[src/assert_macros.svh]
// Assertion helpers; every use samples on clk and is quiet while rst_n is low.
`ifndef ASSERT_MACROS_SVH
`define ASSERT_MACROS_SVH

// Same-cycle implication.
`define ASSERT_IMPL(label, ante, cons) \
  label: assert property (@(posedge clk) disable iff (!rst_n) (ante) |-> (cons)) \
    else $error("assertion failed");

// Next-cycle implication.
`define ASSERT_NEXT(label, ante, cons) \
  label: assert property (@(posedge clk) disable iff (!rst_n) (ante) |=> (cons)) \
    else $error("assertion failed");

`endif

[src/zssd_pkg.sv]
package zssd_pkg;

  localparam int OFFSET_BITS = 20;
  localparam int OUT_OFF_W = 20;

  localparam logic [2:0] KIND_HEADER  = 3'd0;
  localparam logic [2:0] KIND_NEW     = 3'd1;
  localparam logic [2:0] KIND_MERGED  = 3'd2;
  localparam logic [2:0] KIND_END     = 3'd3;
  localparam logic [2:0] KIND_NO_HDR  = 3'd4;
  localparam logic [2:0] KIND_ORDER   = 3'd5;
  localparam logic [2:0] KIND_IGNORED = 3'd6;

  localparam logic [7:0] PAD_END = 8'hff;
  localparam logic signed [11:0] LAST_BIN_INIT = -12'sd2;
  localparam logic [9:0] LEN_MAX = 10'h3ff;

  typedef logic [OFFSET_BITS-1:0] offset_t;

endpackage

[src/zero_suppressed_sequence_decoder.sv]
// Path: accepted words are registered in word_r, then decoded into the result register.
// Throughput: one item per cycle while out_stall is low; one compare/add pass per item.
// The result register frees a slot whenever it is empty or its item is taken.
// Reset (rst_n low, synchronous): both stages empty, decoder state cleared, last bin -2.
// in_bank_start clears the running state before its own word is decoded.
`include "assert_macros.svh"

module zero_suppressed_sequence_decoder import zssd_pkg::*; (
  input  logic        clk,
  input  logic        rst_n,
  input  logic        in_valid,
  output logic        in_stall,
  input  logic [15:0] in_word,
  input  logic        in_bank_start,
  output logic        out_valid,
  input  logic        out_stall,
  output logic [2:0]  out_kind,
  output logic [6:0]  out_row,
  output logic [7:0]  out_pad,
  output logic [8:0]  out_seq_index,
  output logic [9:0]  out_start_bin,
  output logic [9:0]  out_seq_length,
  output logic [19:0] out_adc_offset
);

  logic        in_valid_r;
  logic [15:0] word_r;
  logic        bank_r;

  logic        out_valid_r;
  logic [2:0]  kind_r;
  logic [6:0]  row_r;
  logic [7:0]  pad_r;
  logic [8:0]  idx_r;
  logic [9:0]  start_r;
  logic [9:0]  len_r;
  logic [19:0] off_r;

  logic [6:0]         cur_row_r, cur_row_nxt, e_row;
  logic [7:0]         cur_pad_r, cur_pad_nxt, e_pad;
  logic               hdr_seen_r, hdr_seen_nxt, e_hdr;
  logic signed [11:0] last_bin_r, last_bin_nxt, e_last;
  logic [9:0]         old_start_r, old_start_nxt, e_old;
  logic [8:0]         seq_cnt_r, seq_cnt_nxt, e_cnt;
  logic [9:0]         open_start_r, open_start_nxt, e_ostart;
  logic [9:0]         open_len_r, open_len_nxt, e_olen;
  offset_t            adc_pos_r, adc_pos_nxt, e_adc;
  offset_t            open_adc_r, open_adc_nxt, e_oadc;
  logic               halted_r, halted_nxt, e_halt;

  logic [2:0]  kind_nxt;
  logic [7:0]  opad_nxt;
  logic [8:0]  idx_nxt;
  logic [9:0]  ostart_nxt;
  logic [9:0]  olen_nxt;
  offset_t     ooff_nxt;

  logic               slot_free;
  logic               commit;
  logic [9:0]         start;
  logic [4:0]         len;
  logic signed [12:0] start_s;
  logic signed [12:0] limit_s;
  logic [10:0]        len_sum;

  assign slot_free = !out_valid_r || !out_stall;
  assign commit    = in_valid_r && slot_free;
  assign in_stall  = in_valid_r && !slot_free;

  assign start   = word_r[15:6];
  assign len     = word_r[4:0];
  assign start_s = $signed({3'b000, start});
  assign limit_s = {e_last[11], e_last} + 13'sd1;
  assign len_sum = {1'b0, e_olen} + {6'd0, len};

  always_comb begin
    if (bank_r) begin
      e_row    = '0;
      e_pad    = '0;
      e_hdr    = 1'b0;
      e_last   = LAST_BIN_INIT;
      e_old    = '0;
      e_cnt    = '0;
      e_ostart = '0;
      e_olen   = '0;
      e_adc    = '0;
      e_oadc   = '0;
      e_halt   = 1'b0;
    end else begin
      e_row    = cur_row_r;
      e_pad    = cur_pad_r;
      e_hdr    = hdr_seen_r;
      e_last   = last_bin_r;
      e_old    = old_start_r;
      e_cnt    = seq_cnt_r;
      e_ostart = open_start_r;
      e_olen   = open_len_r;
      e_adc    = adc_pos_r;
      e_oadc   = open_adc_r;
      e_halt   = halted_r;
    end
  end

  always_comb begin
    cur_row_nxt    = e_row;
    cur_pad_nxt    = e_pad;
    hdr_seen_nxt   = e_hdr;
    last_bin_nxt   = e_last;
    old_start_nxt  = e_old;
    seq_cnt_nxt    = e_cnt;
    open_start_nxt = e_ostart;
    open_len_nxt   = e_olen;
    adc_pos_nxt    = e_adc;
    open_adc_nxt   = e_oadc;
    halted_nxt     = e_halt;
    kind_nxt       = KIND_IGNORED;
    opad_nxt       = e_pad;
    idx_nxt        = '0;
    ostart_nxt     = '0;
    olen_nxt       = '0;
    ooff_nxt       = e_adc;
    if (e_halt) begin
      kind_nxt = KIND_IGNORED;
    end else if (word_r[15]) begin
      cur_row_nxt = word_r[14:8];
      cur_pad_nxt = word_r[7:0];
      opad_nxt    = word_r[7:0];
      if (word_r[7:0] == PAD_END) begin
        halted_nxt = 1'b1;
        kind_nxt   = KIND_END;
      end else begin
        hdr_seen_nxt  = 1'b1;
        seq_cnt_nxt   = '0;
        old_start_nxt = '0;
        last_bin_nxt  = LAST_BIN_INIT;
        kind_nxt      = KIND_HEADER;
      end
    end else if (!e_hdr) begin
      halted_nxt = 1'b1;
      kind_nxt   = KIND_NO_HDR;
    end else if (start < e_old) begin
      halted_nxt = 1'b1;
      kind_nxt   = KIND_ORDER;
    end else begin
      if (start_s > limit_s) begin
        idx_nxt        = e_cnt;
        seq_cnt_nxt    = e_cnt + 9'd1;
        open_start_nxt = start;
        open_len_nxt   = {5'd0, len};
        open_adc_nxt   = e_adc;
        kind_nxt       = KIND_NEW;
      end else begin
        idx_nxt      = e_cnt - 9'd1;
        open_len_nxt = len_sum[10] ? LEN_MAX : len_sum[9:0];
        kind_nxt     = KIND_MERGED;
      end
      adc_pos_nxt   = e_adc + OFFSET_BITS'(len);
      last_bin_nxt  = 12'(start_s) + 12'(len) - 12'sd1;
      old_start_nxt = start;
      if (word_r[5]) begin
        cur_pad_nxt   = e_pad + 8'd1;
        seq_cnt_nxt   = '0;
        last_bin_nxt  = LAST_BIN_INIT;
        old_start_nxt = '0;
      end
      ostart_nxt = open_start_nxt;
      olen_nxt   = open_len_nxt;
      ooff_nxt   = open_adc_nxt;
    end
  end

  always_ff @(posedge clk) begin
    if (!rst_n) begin
      in_valid_r <= 1'b0;
    end else if (!in_stall) begin
      in_valid_r <= in_valid;
    end
    if (in_valid && !in_stall) begin
      word_r <= in_word;
      bank_r <= in_bank_start;
    end
  end

  always_ff @(posedge clk) begin
    if (!rst_n) begin
      cur_row_r    <= '0;
      cur_pad_r    <= '0;
      hdr_seen_r   <= 1'b0;
      last_bin_r   <= LAST_BIN_INIT;
      old_start_r  <= '0;
      seq_cnt_r    <= '0;
      open_start_r <= '0;
      open_len_r   <= '0;
      adc_pos_r    <= '0;
      open_adc_r   <= '0;
      halted_r     <= 1'b0;
    end else if (commit) begin
      cur_row_r    <= cur_row_nxt;
      cur_pad_r    <= cur_pad_nxt;
      hdr_seen_r   <= hdr_seen_nxt;
      last_bin_r   <= last_bin_nxt;
      old_start_r  <= old_start_nxt;
      seq_cnt_r    <= seq_cnt_nxt;
      open_start_r <= open_start_nxt;
      open_len_r   <= open_len_nxt;
      adc_pos_r    <= adc_pos_nxt;
      open_adc_r   <= open_adc_nxt;
      halted_r     <= halted_nxt;
    end
  end

  always_ff @(posedge clk) begin
    if (!rst_n) begin
      out_valid_r <= 1'b0;
    end else if (slot_free) begin
      out_valid_r <= in_valid_r;
    end
    if (commit) begin
      kind_r  <= kind_nxt;
      row_r   <= cur_row_nxt;
      pad_r   <= opad_nxt;
      idx_r   <= idx_nxt;
      start_r <= ostart_nxt;
      len_r   <= olen_nxt;
      off_r   <= OUT_OFF_W'(ooff_nxt);
    end
  end

  assign out_valid      = out_valid_r;
  assign out_kind       = kind_r;
  assign out_row        = row_r;
  assign out_pad        = pad_r;
  assign out_seq_index  = idx_r;
  assign out_start_bin  = start_r;
  assign out_seq_length = len_r;
  assign out_adc_offset = off_r;

  `ASSERT_IMPL(a_kind_range, out_valid_r, kind_r <= KIND_IGNORED)
  `ASSERT_IMPL(a_no_seq_fields, out_valid_r && kind_r != KIND_NEW && kind_r != KIND_MERGED,
               idx_r == 9'd0 && start_r == 10'd0 && len_r == 10'd0)
  `ASSERT_IMPL(a_new_len, out_valid_r && kind_r == KIND_NEW, len_r <= 10'd31)
  `ASSERT_NEXT(a_halt_set,
               commit && (kind_nxt == KIND_END || kind_nxt == KIND_NO_HDR ||
               kind_nxt == KIND_ORDER), halted_r)

endmodule

[config.mk]
export PLATFORM = sky130hd
export DESIGN_NAME = zero_suppressed_sequence_decoder
export DESIGN_NICKNAME = d
export VERILOG_FILES = /design/src/zssd_pkg.sv /design/src/zero_suppressed_sequence_decoder.sv
export VERILOG_INCLUDE_DIRS = /design/src /design/src/src
export SDC_FILE = /design/constraint.sdc
export NUM_CORES = 1
export LEC_CHECK = 0
export BUFFER_PORTS_ARGS = -buffer_cell sky130_fd_sc_hd__buf_2
export CAP_MARGIN = 20
export CORE_MARGIN = 10
export CORE_UTILIZATION = 55
export CTS_CLUSTER_DIAMETER = 80
export CTS_CLUSTER_SIZE = 16
export DETAILED_ROUTE_END_ITERATION = 10
export GPL_TIMING_DRIVEN = 1
export HOLD_SLACK_MARGIN = 0.06
export PLACE_DENSITY = 0.82
export SYNTH_ARGS = -nofsm -noshare
export SYNTH_HDL_FRONTEND = slang
export SYNTH_SLANG_ARGS = --single-unit
[constraint.sdc]
create_clock -name clk -period 8 [get_ports clk]
set_input_delay 2.4 -clock clk [delete_from_list [all_inputs] [get_ports clk]]
set_output_delay 2.4 -clock clk [all_outputs]
set_load 0.01 [all_outputs]
==> reports/qor_table.md <==
| Step | Metric | Value |
|:---|:---|:---|
| pwr | Combinational share of power | 0.096 |
| placement | Area of placed instances | 0.0111 sq mm |
| finish | Non-Filler Cell Area, Final | 0.0117 sq mm |
| route | Met2 layer wire length in the routed design | 13300 um |
| floorplanning | Initial Utilization | 0.560 |
| route | Final Routed Wirelength | 29100 um |
| sta | Peak clock frequency supported by timing | 191 MHz |
| sta | Hold Fails Final Rpt | 0 |
| pwr | IR drop worst, VDD | 0.151 mV |
| synthesis | Post-synthesis area per instance | 9.20 sq um |
| route | DR vias/cell | 6.40 |
| synthesis | Proportion of netlist area held by the largest area contributor | 0.240 |
| global route | Global-route wire length before repair | 46600 um |
| clock tree | Clock tree root buffer cell | sky130_fd_sc_hd__clkbuf_16 |
| pwr | P_int | 0.00159 W |
| global route | Via count of the first global-routing pass | 8831 |
| synthesis | Syn Std Cell Area | 0.0105 sq mm |
| synthesis | Portion of the post-synthesis area used by sequential elements | 0.449 |
| pwr | Power spent charging and discharging nets | 0.000565 W |
| synthesis | Compound-Gate Fraction of Synth Area | 0.199 |
| route | Wire length on met1 | 11700 um |
| worst setup path | CP Data Required Time | 5600 ps |
| global route | Global route total overflow | 0 |
| pwr | Reg power frac | 0.506 |
| pwr | Reported leakage power | 4.32 nW |
| route | Antenna violation net count after detailed routing | 0 |
| sta | Tcrit/Tclk final | 0.656 |
| clock tree | CTS tree | built |
| synthesis | Xor/xnor cell area share of the yosys netlist | 0.0258 |
| route | First DRT Iteration DRCs | 1105 |
| floorplanning | Overall die area | 0.0250 sq mm |
| worst setup path | Critical Path AT | 2840 ps |
| global route | GRT Total Usage | 0.233 |
| finish | Synth-to-layout area growth | 11.1% |
| synthesis | Async set or reset register ratio after synthesis | 0 |
| synthesis | Post-Synthesis Cells | 1143 |
| synthesis | Number of enable-type register cells in the synthesized netlist | 84 |
| worst setup path | CP startpoint kind | input pin |
| pwr | Areal power density over the cells | 184 mW/mm^2 |
| sta | Worst hold slack | 457 ps |
| global route | Pin count of the biggest net entering global routing | 66 |
| synthesis | Syn_nets | 1216 |
| floorplanning | Boundary Pins | 90 |
| worst setup path | Crit. End Element | output port |
| clock tree | Latest clock arrival within the worst-skew pair | 450 ps |
| route | Total number of vias | 9274 |
| sta | Setup repair after global routing missed its margin | no |
| sta | Min Tclk post-route | 5240 ps |
| synthesis | Synth unique cells | 88 |
| synthesis | Share of synthesized cell area in full adder, half adder and majority cells | 0.0640 |
| worst setup path | Maximum fanout along the worst path | 3 |
| synthesis | Largest family of logic cells by synthesized area | simple AND/OR/NAND/NOR gates |
| finish | Proportion of layout cells with a drive suffix above 1 | 0.145 |
| placement | Placer Congestion | 0.922 |
| finish | Final antenna diode count | 0 |
| sta | Worst setup skew after layout | 10.8 ps |
| worst setup path | Startpoint of the most critical register-to-register path | bank_r |
| clock tree | CTS Hold Buffers Added | 0 |
| route | WL per Instance | 20.1 um |
| sta | Setup violations, final | 0 |
| synthesis | Top post-synthesis cells by count | sky130_fd_sc_hd__nand2_1 (121), sky130_fd_sc_hd__dfxtp_1 (110), sky130_fd_sc_hd__nor2_1 (110) |
| sta | Setup ws final | 2760 ps |
| clock tree | Clock Pin Slew Worst Setup and Hold Paths | 70 ps |
| worst setup path | Origin of the worst setup path | out_stall |
| placement | DP HPWL | 20000 um |
| floorplanning | Number of placement rows | 50 |
| synthesis | Number of register bits inferred by synthesis | 194 |
| synthesis | Yosys warnings | 0 |
| hold path | Worst hold path type | flop to flop |
| route | Topmost layer with routed signal wires | met4 |
| synthesis | Leading cell types by total area after synthesis | sky130_fd_sc_hd__edfxtp_1 (24%), sky130_fd_sc_hd__dfxtp_1 (21%), sky130_fd_sc_hd__ha_1 (5.8%) |
| placement | Port Buffer Count | 89 |
| placement | Worst setup timing slack at the placement stage | 2420 ps |
| pwr | Clk network pwr share | 0.398 |
| sta | Relative max-transition margin | 0.324 |
| synthesis | Largest area contributor in the synthesized netlist | sky130_fd_sc_hd__edfxtp_1 |
| route | DRC viols | 0 |
| sta | Fin Setup TNS | 0 ps |
| worst setup path | Worst-case reg-to-reg path depth | 16 |
| floorplanning | Std-Cell Core Area | 0.0188 sq mm |
| clock tree | CTS buffer count | 17 |
| clock tree | Number of buffers inserted to repair setup after CTS | 0 |
| run | Max capacitance violation total | 0 |
| synthesis | Count leader, synth | sky130_fd_sc_hd__nand2_1 |
| synthesis | Simple-gate area share of the yosys netlist | 0.208 |
| route | Detailed-routing iteration count for the pre-antenna-repair pass | 6 |
| worst setup path | Kind of critical path | input pin to output port |
| worst setup path | Endpoint of the worst register-to-register path | out_adc_offset[7] |
| synthesis | Most instantiated flip-flop cell in the synthesis netlist | sky130_fd_sc_hd__dfxtp_1 |
| clock tree | Longest Clk Path Bufs | 2 |
| run status | Status | complete, no violations |
| global route | Number of antenna violations at the first check in global routing | 0 |
| worst setup path | CP endpoint | in_stall |
| sta | Pins over their slew limit | 0 |
| pwr | Net switching fraction of the power | 0.263 |
| clock tree | Number of levels the H-tree was split into | 4 |
| synthesis | Multiplexer share of the synthesized area | 0.00702 |
| clock tree | Sinks on the clock net | 194 |
| route | Routed wire length on met3 | 3300 um |
| floorplanning | Die boundary width | 158 um |
| sta | Worst Tran Pin Value | 1010 ps |
| worst setup path | Setup slack of the most critical reg-to-reg path | 3050 ps |
| clock tree | Number of resized instances in the post-cts repair step | 0 |
| finish | Nets | 1274 |
| floorplanning | Die extent in y | 158 um |
==> registers in the layout (all words and copies together) (netlist names) <==
signal / flops
bank_r: 1
out_start_bin: 10
hdr_seen_r: 1
open_adc_r: 20
open_len_r: 10
cur_row_r: 7
seq_cnt_r: 9
out_seq_index: 9
out_adc_offset: 20
old_start_r: 10
in_valid_r: 1
cur_pad_r: 8
last_bin_r: 12
halted_r: 1
word_r: 16
out_row: 7
out_pad: 8
open_start_r: 10
out_valid: 1
adc_pos_r: 20
out_seq_length: 10
out_kind: 3
==> worst max-delay path, stage by stage <==
cell	delay [ps]
sky130_fd_sc_hd__buf_2	110
sky130_fd_sc_hd__and3_1	190
sky130_fd_sc_hd__buf_2	140
==> logic make-up after synthesis <==
group / after synthesis
compound gates: 302
xor+xnor: 31
fa+ha+maj: 52
buf+inv: 119
flops: 194
mux: 7
simple gates: 438
==> how the worst min path moves through the flow <==
stage,startpoint,endpoint,cells after the start
after floorplan,old_start_r[9],old_start_r[9],2
after CTS,open_start_r[4],open_start_r[4],2
after detailed placement,open_start_r[9],open_start_r[9],1
after global placement,open_start_r[9],open_start_r[9],1
after global routing,open_len_r[2],open_len_r[2],2
final,open_start_r[4],open_start_r[4],2
==> metrics by stage <==
step / utilization / total power (W) / std cells
after global routing: 0.622 / 0.00222 / 1448
after floorplan: - / 0.00124 / 1143
after detailed placement: 0.590 / 0.00131 / 1415
final: 0.622 / 0.00215 / 1448
after CTS: 0.622 / 0.00215 / 1447
after global placement: 0.590 / 0.00130 / 1413
==> power by group through the flow <==
stage | Combinational, W | Sequential, W | Clock (W)
floorplan | 0.000132 | 0.00111 | 0
global placement | 0.000194 | 0.00111 | 0
detailed placement | 0.000200 | 0.00111 | 0
CTS | 0.000202 | 0.00109 | 0.000859
global route | 0.000227 | 0.00109 | 0.000901
finish | 0.000207 | 0.00109 | 0.000856
==> cell usage in the layout, fill, tap and decap left out, types with 7 or more instances in the layout <==
master and count:
sky130_fd_sc_hd__nand2_1 121, sky130_fd_sc_hd__dfxtp_1 110, sky130_fd_sc_hd__nor2_1 109, sky130_fd_sc_hd__buf_2 89
sky130_fd_sc_hd__edfxtp_1 84, sky130_fd_sc_hd__a21oi_1 63, sky130_fd_sc_hd__o21ai_0 55, sky130_fd_sc_hd__inv_1 49
sky130_fd_sc_hd__ha_1 49, sky130_fd_sc_hd__nand3_1 37, sky130_fd_sc_hd__nand2b_1 35, sky130_fd_sc_hd__nor3_1 32
sky130_fd_sc_hd__a22o_1 28, sky130_fd_sc_hd__nor2b_1 26, sky130_fd_sc_hd__o22ai_1 22, sky130_fd_sc_hd__xnor2_1 21
sky130_fd_sc_hd__a22oi_1 21, sky130_fd_sc_hd__clkbuf_16 18, sky130_fd_sc_hd__a31oi_1 16, sky130_fd_sc_hd__buf_4 15
sky130_fd_sc_hd__nor4_1 11, sky130_fd_sc_hd__a21o_1 10, sky130_fd_sc_hd__xor2_1 10, sky130_fd_sc_hd__a211oi_1 9
sky130_fd_sc_hd__o211ai_1 8, sky130_fd_sc_hd__or3_1 8, sky130_fd_sc_hd__nand4_1 8, sky130_fd_sc_hd__and3_1 7
sky130_fd_sc_hd__and2_1 7, sky130_fd_sc_hd__inv_6 7
==> area by class of cell <==
| class | count | area, sq um |
|---|---|---|
| Clock inverter | 14 | 135 |
| Multi-Input combinational cell | 830 | 5310 |
| Inverter | 53 | 200 |
| Fill cell | 1555 | 7090 |
| Timing Repair Buffer | 105 | 573 |
| Sequential cell | 194 | 4720 |
| Tap cell | 234 | 293 |
| Clock buffer | 18 | 450 |
==> per-layer routing <==
layer  global-route usage  vias to the layer above
met1                0.302                     4340
met4               0.0935                        0
met5                    0                        -
met3               0.0618                       86
met2                0.363                      550
li1                     -                     4298
Note: power is estimated with default switching activity, not from simulation.
